**src/rtl/printf_format_spec_counter_core_assert.svh**
```systemverilog
// ---------------------------------------------------------------------------
// printf format specifier counter - assertion macros
// concurrent checks clocked on clk and disabled during rst
// ---------------------------------------------------------------------------
`ifndef PRINTF_FORMAT_SPEC_COUNTER_CORE_ASSERT_SVH
`define PRINTF_FORMAT_SPEC_COUNTER_CORE_ASSERT_SVH

// same-cycle implication
`define PFSC_ASSERT_IMP(name, ante, cons, msg) \
  name: assert property (@(posedge clk) disable iff (rst) (ante) |-> (cons)) \
    else $error(msg);

// next-cycle implication
`define PFSC_ASSERT_NEXT(name, ante, cons, msg) \
  name: assert property (@(posedge clk) disable iff (rst) (ante) |=> (cons)) \
    else $error(msg);

`endif

```
**src/rtl/pfsc_pkg.sv**
```systemverilog
// ---------------------------------------------------------------------------
// pfsc_pkg - shared types and constants
// widths, character codes, controller/datapath command and status structs
// ---------------------------------------------------------------------------
package pfsc_pkg;

  localparam int CNT_W     = 16;
  localparam int OUT_W     = 16;
  localparam int PROD_W    = CNT_W + 4;
  localparam int DIV_STEPS = 20;
  localparam int STEP_W    = $clog2(DIV_STEPS);

  localparam logic [OUT_W-1:0]     CONF_HALF = 16'd32768;
  localparam logic [OUT_W-1:0]     CONF_MAX  = 16'd62259;
  localparam logic [DIV_STEPS-1:0] CONF_SPAN = DIV_STEPS'(29491);
  localparam logic [CNT_W-1:0]     CNT_MAX   = {CNT_W{1'b1}};

  localparam logic [7:0] CH_PCT    = 8'h25;
  localparam logic [7:0] CH_DOLLAR = 8'h24;
  localparam logic [7:0] CH_STAR   = 8'h2A;
  localparam logic [7:0] CH_DOT    = 8'h2E;
  localparam logic [7:0] CH_ZERO   = 8'h30;
  localparam logic [7:0] CH_NINE   = 8'h39;
  localparam logic [7:0] CH_MINUS  = 8'h2D;
  localparam logic [7:0] CH_PLUS   = 8'h2B;
  localparam logic [7:0] CH_SPACE  = 8'h20;
  localparam logic [7:0] CH_HASH   = 8'h23;
  localparam logic [7:0] CH_QUOTE  = 8'h27;
  localparam logic [7:0] CH_LOW_H  = 8'h68;
  localparam logic [7:0] CH_LOW_L  = 8'h6C;
  localparam logic [7:0] CH_LOW_J  = 8'h6A;
  localparam logic [7:0] CH_LOW_Z  = 8'h7A;
  localparam logic [7:0] CH_LOW_T  = 8'h74;
  localparam logic [7:0] CH_UP_L   = 8'h4C;

  typedef struct packed {
    logic accept;
    logic start;
    logic step;
    logic load;
  } cmd_t;

  typedef struct packed {
    logic div_last;
  } status_t;

  function automatic logic is_digit(input logic [7:0] c);
    return (c >= CH_ZERO) && (c <= CH_NINE);
  endfunction

  function automatic logic is_flag(input logic [7:0] c);
    return (c == CH_MINUS) || (c == CH_PLUS) || (c == CH_SPACE) ||
           (c == CH_HASH) || (c == CH_ZERO) || (c == CH_QUOTE);
  endfunction

  function automatic logic is_conv(input logic [7:0] c);
    logic r;
    case (c)
      8'h64, 8'h69, 8'h75, 8'h6F, 8'h78, 8'h58,
      8'h66, 8'h46, 8'h65, 8'h45, 8'h67, 8'h47,
      8'h61, 8'h41, 8'h63, 8'h73, 8'h70, 8'h6E, 8'h6D: r = 1'b1;
      default: r = 1'b0;
    endcase
    return r;
  endfunction

  function automatic logic [OUT_W-1:0] sat_out(input logic [CNT_W-1:0] x);
    logic [CNT_W+OUT_W-1:0] w;
    w = {{OUT_W{1'b0}}, x};
    return (w > (CNT_W+OUT_W)'({OUT_W{1'b1}})) ? {OUT_W{1'b1}} : w[OUT_W-1:0];
  endfunction

endpackage

```
**src/rtl/pfsc_text_if.sv**
```systemverilog
// ---------------------------------------------------------------------------
// pfsc_text_if - input byte channel
// valid/ready handshake carrying one text byte and an end-of-string mark
// ---------------------------------------------------------------------------
interface pfsc_text_if;
  logic       valid;
  logic       ready;
  logic [7:0] text_byte;
  logic       last_byte;

  modport source (output valid, output text_byte, output last_byte, input ready);
  modport sink   (input valid, input text_byte, input last_byte, output ready);
endinterface

```
**src/rtl/pfsc_result_if.sv**
```systemverilog
// ---------------------------------------------------------------------------
// pfsc_result_if - result channel
// valid/ready handshake carrying the per-string summary
// ---------------------------------------------------------------------------
interface pfsc_result_if;
  logic        valid;
  logic        ready;
  logic [15:0] spec_count;
  logic        is_format;
  logic [15:0] confidence_q16;
  logic [15:0] text_length;

  modport source (output valid, output spec_count, output is_format,
                  output confidence_q16, output text_length, input ready);
  modport sink   (input valid, input spec_count, input is_format,
                  input confidence_q16, input text_length, output ready);
endinterface

```
**src/rtl/pfsc_datapath.sv**
```systemverilog
// ---------------------------------------------------------------------------
// pfsc_datapath - specifier recognizer, counters and confidence divider
// per-byte parse state, saturating counters, restoring divider, result regs
// ---------------------------------------------------------------------------
module pfsc_datapath (
  input  logic                         clk,
  input  logic                         rst,
  input  logic [7:0]                   text_byte,
  input  logic                         last_byte,
  input  pfsc_pkg::cmd_t               cmd,
  output pfsc_pkg::status_t            status,
  output logic [pfsc_pkg::OUT_W-1:0]   spec_count,
  output logic                         is_format,
  output logic [pfsc_pkg::OUT_W-1:0]   confidence_q16,
  output logic [pfsc_pkg::OUT_W-1:0]   text_length
);

  typedef enum logic [11:0] {
    PH_IDLE   = 12'b0000_0000_0001,
    PH_PCT    = 12'b0000_0000_0010,
    PH_POSDIG = 12'b0000_0000_0100,
    PH_FLAGS  = 12'b0000_0000_1000,
    PH_WIDTH  = 12'b0000_0001_0000,
    PH_AWIDTH = 12'b0000_0010_0000,
    PH_DOT    = 12'b0000_0100_0000,
    PH_PREC   = 12'b0000_1000_0000,
    PH_APREC  = 12'b0001_0000_0000,
    PH_H1     = 12'b0010_0000_0000,
    PH_L1     = 12'b0100_0000_0000,
    PH_LEN    = 12'b1000_0000_0000
  } phase_t;

  phase_t                          phase;
  phase_t                          phase_next;
  phase_t                          st;
  logic                            lead_zero;
  logic                            lead_zero_next;
  logic                            hold;
  logic                            hit;
  logic [pfsc_pkg::CNT_W-1:0]      found;
  logic [pfsc_pkg::CNT_W-1:0]      total;
  logic [pfsc_pkg::CNT_W-1:0]      found_next;
  logic [pfsc_pkg::CNT_W-1:0]      total_next;
  logic [pfsc_pkg::PROD_W-1:0]     prod;
  logic [pfsc_pkg::CNT_W-1:0]      found_cap;
  logic [pfsc_pkg::CNT_W-1:0]      total_cap;
  logic [pfsc_pkg::CNT_W-1:0]      rem;
  logic [pfsc_pkg::CNT_W-1:0]      rem_next;
  logic [pfsc_pkg::CNT_W:0]        trial;
  logic                            qbit;
  logic [pfsc_pkg::DIV_STEPS-1:0]  quo;
  logic [pfsc_pkg::STEP_W-1:0]     step_cnt;
  logic [pfsc_pkg::OUT_W-1:0]      conf;

  always_comb begin
    st             = phase;
    phase_next     = PH_IDLE;
    lead_zero_next = lead_zero;
    hold           = 1'b0;
    hit            = 1'b0;
    if (st == PH_PCT) begin
      if (text_byte == pfsc_pkg::CH_PCT) begin
        phase_next = PH_IDLE;
        hold       = 1'b1;
      end else if (pfsc_pkg::is_digit(text_byte)) begin
        lead_zero_next = (text_byte == pfsc_pkg::CH_ZERO);
        phase_next     = PH_POSDIG;
        hold           = 1'b1;
      end else begin
        st = PH_FLAGS;
      end
    end
    if (!hold && st == PH_POSDIG) begin
      if (pfsc_pkg::is_digit(text_byte)) begin
        lead_zero_next = lead_zero & (text_byte == pfsc_pkg::CH_ZERO);
        phase_next     = PH_POSDIG;
        hold           = 1'b1;
      end else if (text_byte == pfsc_pkg::CH_DOLLAR) begin
        phase_next = PH_FLAGS;
        hold       = 1'b1;
      end else begin
        st = lead_zero ? PH_FLAGS : PH_AWIDTH;
      end
    end
    if (!hold && st == PH_FLAGS) begin
      if (pfsc_pkg::is_flag(text_byte)) begin
        phase_next = PH_FLAGS;
        hold       = 1'b1;
      end else if (text_byte == pfsc_pkg::CH_STAR) begin
        phase_next = PH_AWIDTH;
        hold       = 1'b1;
      end else if (pfsc_pkg::is_digit(text_byte)) begin
        phase_next = PH_WIDTH;
        hold       = 1'b1;
      end else begin
        st = PH_AWIDTH;
      end
    end
    if (!hold && st == PH_WIDTH) begin
      if (pfsc_pkg::is_digit(text_byte)) begin
        phase_next = PH_WIDTH;
        hold       = 1'b1;
      end else begin
        st = PH_AWIDTH;
      end
    end
    if (!hold && st == PH_AWIDTH) begin
      if (text_byte == pfsc_pkg::CH_DOT) begin
        phase_next = PH_DOT;
        hold       = 1'b1;
      end else begin
        st = PH_APREC;
      end
    end
    if (!hold && st == PH_DOT) begin
      if (text_byte == pfsc_pkg::CH_STAR) begin
        phase_next = PH_APREC;
        hold       = 1'b1;
      end else if (pfsc_pkg::is_digit(text_byte)) begin
        phase_next = PH_PREC;
        hold       = 1'b1;
      end else begin
        st = PH_APREC;
      end
    end
    if (!hold && st == PH_PREC) begin
      if (pfsc_pkg::is_digit(text_byte)) begin
        phase_next = PH_PREC;
        hold       = 1'b1;
      end else begin
        st = PH_APREC;
      end
    end
    if (!hold && st == PH_APREC) begin
      if (text_byte == pfsc_pkg::CH_LOW_H) begin
        phase_next = PH_H1;
        hold       = 1'b1;
      end else if (text_byte == pfsc_pkg::CH_LOW_L) begin
        phase_next = PH_L1;
        hold       = 1'b1;
      end else if (text_byte == pfsc_pkg::CH_LOW_J || text_byte == pfsc_pkg::CH_LOW_Z ||
                   text_byte == pfsc_pkg::CH_LOW_T || text_byte == pfsc_pkg::CH_UP_L) begin
        phase_next = PH_LEN;
        hold       = 1'b1;
      end else begin
        st = PH_LEN;
      end
    end
    if (!hold && st == PH_H1) begin
      if (text_byte == pfsc_pkg::CH_LOW_H) begin
        phase_next = PH_LEN;
        hold       = 1'b1;
      end else begin
        st = PH_LEN;
      end
    end
    if (!hold && st == PH_L1) begin
      if (text_byte == pfsc_pkg::CH_LOW_L) begin
        phase_next = PH_LEN;
        hold       = 1'b1;
      end else begin
        st = PH_LEN;
      end
    end
    if (!hold && st == PH_LEN) begin
      if (pfsc_pkg::is_conv(text_byte)) begin
        hit        = 1'b1;
        phase_next = PH_IDLE;
        hold       = 1'b1;
      end
    end
    // idle, or a failed specifier resuming at this byte
    if (!hold) begin
      phase_next = (text_byte == pfsc_pkg::CH_PCT) ? PH_PCT : PH_IDLE;
    end
  end

  assign found_next = (hit && found != pfsc_pkg::CNT_MAX) ? found + 1'b1 : found;
  assign total_next = (total != pfsc_pkg::CNT_MAX) ? total + 1'b1 : total;

  // count * 10 ahead of the divide by length
  assign prod = ({4'b0, found_next} << 3) + ({4'b0, found_next} << 1);

  assign trial    = {rem, quo[pfsc_pkg::DIV_STEPS-1]};
  assign qbit     = trial >= {1'b0, total_cap};
  assign rem_next = qbit ? pfsc_pkg::CNT_W'(trial - {1'b0, total_cap})
                         : trial[pfsc_pkg::CNT_W-1:0];

  assign status.div_last = (step_cnt == '0);

  always_comb begin
    if (found_cap == '0) begin
      conf = '0;
    end else if (quo >= pfsc_pkg::CONF_SPAN) begin
      conf = pfsc_pkg::CONF_MAX;
    end else begin
      conf = pfsc_pkg::CONF_HALF + quo[pfsc_pkg::OUT_W-1:0];
    end
  end

  always_ff @(posedge clk) begin
    if (rst) begin
      phase     <= PH_IDLE;
      lead_zero <= 1'b1;
      found     <= '0;
      total     <= '0;
    end else if (cmd.accept) begin
      if (last_byte) begin
        phase     <= PH_IDLE;
        lead_zero <= 1'b1;
        found     <= '0;
        total     <= '0;
      end else begin
        phase     <= phase_next;
        lead_zero <= lead_zero_next;
        found     <= found_next;
        total     <= total_next;
      end
    end
  end

  always_ff @(posedge clk) begin
    if (cmd.start) begin
      found_cap <= found_next;
      total_cap <= total_next;
      rem       <= prod[pfsc_pkg::PROD_W-1:4];
      quo       <= {prod[3:0], 16'b0};
      step_cnt  <= pfsc_pkg::STEP_W'(pfsc_pkg::DIV_STEPS - 1);
    end else if (cmd.step) begin
      rem      <= rem_next;
      quo      <= {quo[pfsc_pkg::DIV_STEPS-2:0], qbit};
      step_cnt <= step_cnt - 1'b1;
    end
    if (cmd.load) begin
      spec_count     <= pfsc_pkg::sat_out(found_cap);
      is_format      <= (found_cap != '0);
      confidence_q16 <= conf;
      text_length    <= pfsc_pkg::sat_out(total_cap);
    end
  end

endmodule

```
**src/rtl/pfsc_ctrl.sv**
```systemverilog
// ---------------------------------------------------------------------------
// pfsc_ctrl - sequencing controller
// scan bytes, run the divider at string end, hand the result to the output
// ---------------------------------------------------------------------------
module pfsc_ctrl (
  input  logic              clk,
  input  logic              rst,
  input  logic              in_valid,
  input  logic              in_last,
  output logic              in_ready,
  output logic              out_valid,
  input  logic              out_ready,
  output pfsc_pkg::cmd_t    cmd,
  input  pfsc_pkg::status_t status
);

  typedef enum logic [2:0] {
    ST_SCAN = 3'b001,
    ST_DIV  = 3'b010,
    ST_DONE = 3'b100
  } ctrl_state_t;

  ctrl_state_t state;
  ctrl_state_t state_next;
  logic        out_valid_next;

  assign in_ready = (state == ST_SCAN);

  always_comb begin
    state_next = state;
    cmd        = '0;
    case (state)
      ST_SCAN: begin
        cmd.accept = in_valid;
        cmd.start  = in_valid && in_last;
        if (in_valid && in_last) begin
          state_next = ST_DIV;
        end
      end
      ST_DIV: begin
        cmd.step = 1'b1;
        if (status.div_last) begin
          state_next = ST_DONE;
        end
      end
      ST_DONE: begin
        if (!out_valid || out_ready) begin
          cmd.load   = 1'b1;
          state_next = ST_SCAN;
        end
      end
      default: begin
        state_next = ST_SCAN;
      end
    endcase
  end

  assign out_valid_next = cmd.load ? 1'b1 : (out_ready ? 1'b0 : out_valid);

  always_ff @(posedge clk) begin
    if (rst) begin
      state     <= ST_SCAN;
      out_valid <= 1'b0;
    end else begin
      state     <= state_next;
      out_valid <= out_valid_next;
    end
  end

endmodule

```
**src/rtl/printf_format_spec_counter_core.sv**
```systemverilog
// ---------------------------------------------------------------------------
// printf_format_spec_counter_core - printf conversion specifier counter
// Counts complete printf conversion specifiers in a byte stream.
//
// text: one byte per beat, last_byte marks the end of a string. Bytes of a
//   string are taken one per cycle while no division runs and no result waits.
// result: one beat per string with the specifier count, a format flag,
//   the confidence in unsigned Q0.16 and the string length.
// After the beat with last_byte, a restoring divider computes
//   10*count/length one quotient bit per cycle; the result is loaded
//   into the output register once the divide is done, and text stays not
//   ready until then. Inside a string the rate is one byte per cycle.
// The result sits in an output register: the next string is taken while it
//   waits. If the receiver stalls, a finished result waits in the divider
//   until the output register is free, and text stays not ready meanwhile.
// rst (synchronous) clears the parser, the counters and the result valid.
// ---------------------------------------------------------------------------
`include "printf_format_spec_counter_core_assert.svh"

module printf_format_spec_counter_core (
  input  logic          clk,
  input  logic          rst,
  pfsc_text_if.sink     text,
  pfsc_result_if.source result
);

  pfsc_pkg::cmd_t    cmd;
  pfsc_pkg::status_t status;

  pfsc_ctrl u_ctrl (
    .clk       (clk),
    .rst       (rst),
    .in_valid  (text.valid),
    .in_last   (text.last_byte),
    .in_ready  (text.ready),
    .out_valid (result.valid),
    .out_ready (result.ready),
    .cmd       (cmd),
    .status    (status)
  );

  pfsc_datapath u_datapath (
    .clk            (clk),
    .rst            (rst),
    .text_byte      (text.text_byte),
    .last_byte      (text.last_byte),
    .cmd            (cmd),
    .status         (status),
    .spec_count     (result.spec_count),
    .is_format      (result.is_format),
    .confidence_q16 (result.confidence_q16),
    .text_length    (result.text_length)
  );

  `PFSC_ASSERT_IMP(a_no_byte_during_div, cmd.step, !text.ready, "byte taken during divide")
  `PFSC_ASSERT_IMP(a_load_when_free, cmd.load, !result.valid || result.ready,
                   "pending result overwritten")
  `PFSC_ASSERT_NEXT(a_div_follows_last, text.valid && text.ready && text.last_byte,
                    cmd.step, "divide did not start after last byte")
  `PFSC_ASSERT_NEXT(a_valid_after_load, cmd.load, result.valid, "loaded result not valid")

endmodule

```
**src/flat_wrapper.sv**
```systemverilog
// flat-port wrapper written by rule: the top's interface ports become plain ports
module printf_format_spec_counter_core_flat 
  (clk, rst, text_valid, text_text_byte, text_last_byte, text_ready, result_valid, result_spec_count, result_is_format, result_confidence_q16, result_text_length, result_ready);
  pfsc_text_if text_i ();
  pfsc_result_if result_i ();
  input  logic clk;
  input  logic rst;
  input wire logic [$bits(text_i.valid)-1:0] text_valid;
  input wire logic [$bits(text_i.text_byte)-1:0] text_text_byte;
  input wire logic [$bits(text_i.last_byte)-1:0] text_last_byte;
  output wire logic [$bits(text_i.ready)-1:0] text_ready;
  output wire logic [$bits(result_i.valid)-1:0] result_valid;
  output wire logic [$bits(result_i.spec_count)-1:0] result_spec_count;
  output wire logic [$bits(result_i.is_format)-1:0] result_is_format;
  output wire logic [$bits(result_i.confidence_q16)-1:0] result_confidence_q16;
  output wire logic [$bits(result_i.text_length)-1:0] result_text_length;
  input wire logic [$bits(result_i.ready)-1:0] result_ready;
  assign text_i.valid = text_valid;
  assign text_i.text_byte = text_text_byte;
  assign text_i.last_byte = text_last_byte;
  assign text_ready = text_i.ready;
  assign result_valid = result_i.valid;
  assign result_spec_count = result_i.spec_count;
  assign result_is_format = result_i.is_format;
  assign result_confidence_q16 = result_i.confidence_q16;
  assign result_text_length = result_i.text_length;
  assign result_i.ready = result_ready;
  printf_format_spec_counter_core u_core (.clk(clk), .rst(rst), .text(text_i), .result(result_i));
endmodule
```
**config.mk**
```make
export PLATFORM = sky130hd
export DESIGN_NAME = printf_format_spec_counter_core_flat
export DESIGN_NICKNAME = d
export VERILOG_FILES = /design/src/rtl/pfsc_pkg.sv /design/src/rtl/pfsc_text_if.sv /design/src/rtl/pfsc_result_if.sv /design/src/rtl/pfsc_datapath.sv /design/src/rtl/pfsc_ctrl.sv /design/src/rtl/printf_format_spec_counter_core.sv /design/src/flat_wrapper.sv
export VERILOG_INCLUDE_DIRS = /design/src /design/src/rtl
export SDC_FILE = /design/constraint.sdc
export NUM_CORES = 1
export LEC_CHECK = 0
export BUFFER_PORTS_ARGS = -buffer_cell sky130_fd_sc_hd__buf_2
export CORE_UTILIZATION = 60
export CTS_CLUSTER_SIZE = 10
export DETAILED_ROUTE_END_ITERATION = 6
export PLACE_DENSITY_LB_ADDON = 0.2
export SLEW_MARGIN = 5
export SYNTH_ARGS = -nofsm -noshare
export SYNTH_HDL_FRONTEND = slang
export SYNTH_SLANG_ARGS = --single-unit
export TNS_END_PERCENT = 100
```
**constraint.sdc**
```tcl
create_clock -name clk -period 7.8 [get_ports clk]
set_input_delay 0.78 -clock clk [delete_from_list [all_inputs] [get_ports clk]]
set_output_delay 0.78 -clock clk [all_outputs]
set_load 0.02 [all_outputs]
```
==> results.sh <==
export IMPL_worstPathArrival_ns=6.58
export IMPL_io_buffers=63
export IMPL_rr_startpoint="u_core.u_datapath.phase[0]$_SDFFE_PP1P_"
export IMPL_cp_max_fo=8
export IMPL_slew_headroom_pct=33.6
export IMPL_cap_violations=0
export IMPL_finClkSkew_ns=0.00795
export IMPL_avgSynthCellArea_um2=9.56
export IMPL_min_period_ns=6.28
export IMPL_critPathBufInv=1
export IMPL_power_frac_seq_pct=47.8
export IMPL_worst_path_stages=22
export IMPL_hold_path_class="flop to flop"
export IMPL_path_cells="nor3_2 > nand4_1 > o41ai_2 > o21ai_1 > nor3_1 > o21ai_0 > and3b_1 > o21ai_1 > inv_1 > nand2_1 > xnor2_1 > ha_1 > fa_1 > a21o_1 > maj3_1 > nand2_1 > mux2i_1 > a221oi_2 > o31ai_2 > and3_1 > o31ai_1 > and2_1"
export IMPL_p_sw_mw=0.600
export IMPL_overflow=0
export IMPL_grt_start_max_net_pins=54
export IMPL_ff2ff_path_depth=22
export IMPL_cts_reportedPaths_clkPinSlew_ns=0.07
export IMPL_finalMaxSlewViolations=0
export IMPL_syn_num_nets=1069
export IMPL_drt_iter0_markers=615
export IMPL_critPathLaunch="u_core.u_datapath.phase[0]$_SDFFE_PP1P_"
export IMPL_via_per_inst=6.03
export IMPL_drt_wl_total_mm=22.4
export IMPL_synth_most_common_cell="nand2_1"
export IMPL_min_from="u_core.u_datapath.total_cap[12]$_DFFE_PP_"
export IMPL_finalSetupViolCount=0
export IMPL_period_share_pct=80.5
export IMPL_cpMaxStageDelayCell="o21ai_1"
export IMPL_yosys_top_cells_count="nand2_1, edfxtp_1, nor2_1"
export IMPL_cts_buffer_depth=2
export IMPL_postCtsResizedCells=0
export IMPL_yosys_area_top_type_share_pct=31.1
export IMPL_cp_top_family="compound AO/OA/AOI/OAI gates"
export IMPL_rsz0062_at_grt="no"
export IMPL_cts_setup_buffers=0
export IMPL_synthDistinctLibCells=89
export IMPL_place_congestion=0.926
export IMPL_insertion_delay_ns=0.43
export IMPL_via_count=7792
export IMPL_n_antenna_cell=0
export IMPL_core_area_um2=15900
export IMPL_setup_tns_ns=0
export IMPL_layout_drive_gt1_share_pct=13.0
export IMPL_r2r_end="u_core.u_datapath.rem[11]$_DFFE_PP_"
export IMPL_synthFlopType="edfxtp_1"
export IMPL_cts_num_sinks=171
export IMPL_ctsHoldBuffers=0
export IMPL_die_h_um=130
export IMPL_hold_viol=0
export IMPL_finish_net_count=1111
export IMPL_grt_pass1_wl_mm=35.6
export IMPL_synth_seq_area_share_pct=45.4
export IMPL_die_area_um2=16800
export IMPL_drc_errors=0
export IMPL_yosysWarnings=0
export IMPL_fillers=1275
export IMPL_synthArstFlopShare_pct=0
export IMPL_worst_setup_path_start_kind="flop"
export IMPL_grtUsageTotal_pct=27.6
export IMPL_synth_top_cell_by_area="edfxtp_1"
export IMPL_p_leak_nw=4.18
export IMPL_ant_nets=0
export IMPL_numCtsBuffers=17
export IMPL_dp_hpwl_mm=15.8
export IMPL_cts_root_buf="clkbuf_16"
export IMPL_crit_path_end_kind="flop"
export IMPL_dr_pass1_iters=5
export IMPL_p_sw_share_pct=28.1
export IMPL_tritoncts="built"
export IMPL_syn_area_um2=9770
export IMPL_critPathRequiredTime_ns=8.10
export IMPL_antenna_found_initial=0
export IMPL_rows=46
export IMPL_ys_ff_latch=171
export IMPL_synth_edf_count=101
export IMPL_p_comb_share_pct=13.7
export IMPL_worstSetupEndpoint="u_core.u_datapath.rem[11]$_DFFE_PP_"
export IMPL_p_clk_share_pct=38.5
export IMPL_start_util_pct=61.5
export IMPL_p_per_area_nw_per_um2=198
export IMPL_total_power_mw=2.14
export IMPL_io_pin_count=64
export IMPL_synthToLayoutAreaGrowth_pct=10.6
export IMPL_critical_path_class="flop to flop"
export IMPL_slowest_delay_ns=0.61
export IMPL_die_w_um=130
export IMPL_status="finished clean"
export IMPL_synth_cells=1022
export IMPL_grt_pass1_vias=6942
export IMPL_fmax_ghz=0.159
export IMPL_internal_power_mw=1.54
export IMPL_r2r_slack_ns=1.52
export IMPL_synth_area_leaders="edfxtp_1, dfxtp_1, ha_1"
export IMPL_wl_per_cell_um=17.3
export IMPL_ir_worst_vdd_mv=0.146
export IMPL_h_tree_depth=4
export IMPL_worst_pin_slew_ns=0.993
-- layer usage --
layer	GRT usage, %	routed length (um)
met1	37.7	10300
met2	43.6	10300
met3	5.90	1280
met4	9.10	450
met5	0	0
-- stage by stage --
stage / instance area [um2] / setup WS (ns) / cells / hold slack [ns] / utilization, %
after floorplan: 9770 / 2.15 / 1022 / 0.426 / -
after global placement: 10200 / 1.54 / 1261 / 0.433 / 64.3
after detailed placement: 10200 / 1.39 / 1261 / 0.433 / 64.3
after CTS: 10800 / 1.65 / 1293 / 0.448 / 68.0
after global routing: 10800 / 1.05 / 1293 / 0.455 / 68.0
final: 10800 / 1.52 / 1293 / 0.447 / 68.0
-- power groups by stage --
stage                     registers (mW)  clock network, mW  logic, mW
final                               1.02              0.824      0.293
after global routing                1.03              0.875      0.326
after CTS                           1.02              0.835      0.291
after detailed placement            1.04                  0      0.288
after global placement              1.04                  0      0.282
after floorplan                     1.03                  0      0.221
-- worst min-delay path by stage --
stage	slack, ns	depth (start not counted)	endpoint
CTS	0.45	0	u_core.u_datapath.text_length[12]$_DFFE_PP_
floorplan	0.43	0	u_core.u_datapath.text_length[10]$_DFFE_PP_
finish	0.45	0	u_core.u_datapath.text_length[12]$_DFFE_PP_
global route	0.46	0	u_core.u_datapath.spec_count[15]$_DFFE_PP_
global placement	0.43	0	u_core.u_datapath.text_length[12]$_DFFE_PP_
detailed placement	0.43	0	u_core.u_datapath.text_length[12]$_DFFE_PP_
-- flip-flops by register name, summed over array words and instances, names as in the netlist --
signal,count
u_core.u_datapath.phase,12
u_core.u_ctrl.state,3
u_core.u_datapath.spec_count,16
u_core.u_datapath.quo,20
u_core.u_ctrl.out_valid,1
u_core.u_datapath.lead_zero,1
u_core.u_datapath.total,16
u_core.u_datapath.confidence_q16,16
u_core.u_datapath.found,16
u_core.u_datapath.text_length,16
u_core.u_datapath.found_cap,16
u_core.u_datapath.is_format,1
u_core.u_datapath.total_cap,16
u_core.u_datapath.rem,16
u_core.u_datapath.step_cnt,5
-- logic make-up after synthesis --
logic type / share of synthesized area [%]
compound gates: 17.9
xor+xnor: 5.27
fa+ha+maj: 4.61
buf+inv: 3.79
flops: 45.4
mux: 1.93
simple gates: 21.1
-- cell type report --
| type | count | area [um2] | share of cell area [%] |
|---|---|---|---|
| clock buffer | 18 | 439 | 4.07 |
| sequential | 171 | 4430 | 41.1 |
| timing repair buffer | 69 | 360 | 3.34 |
| inverter | 46 | 173 | 1.60 |
| clock inverter | 14 | 150 | 1.39 |
| tap | 216 | 270 | 2.50 |
| multi-input combinational | 759 | 4970 | 46.1 |
-- cell usage in the layout, fill, tap and decap left out, drive strengths merged, types with 32 or more instances in the layout --
cell    count
inv        51
nand3      34
a21oi      61
nor2       97
nand2     102
dfxtp      70
o21ai      54
ha         32
edfxtp    101
xnor2      42
buf        69
No activity file was read; power rests on OpenSTA's default activity.
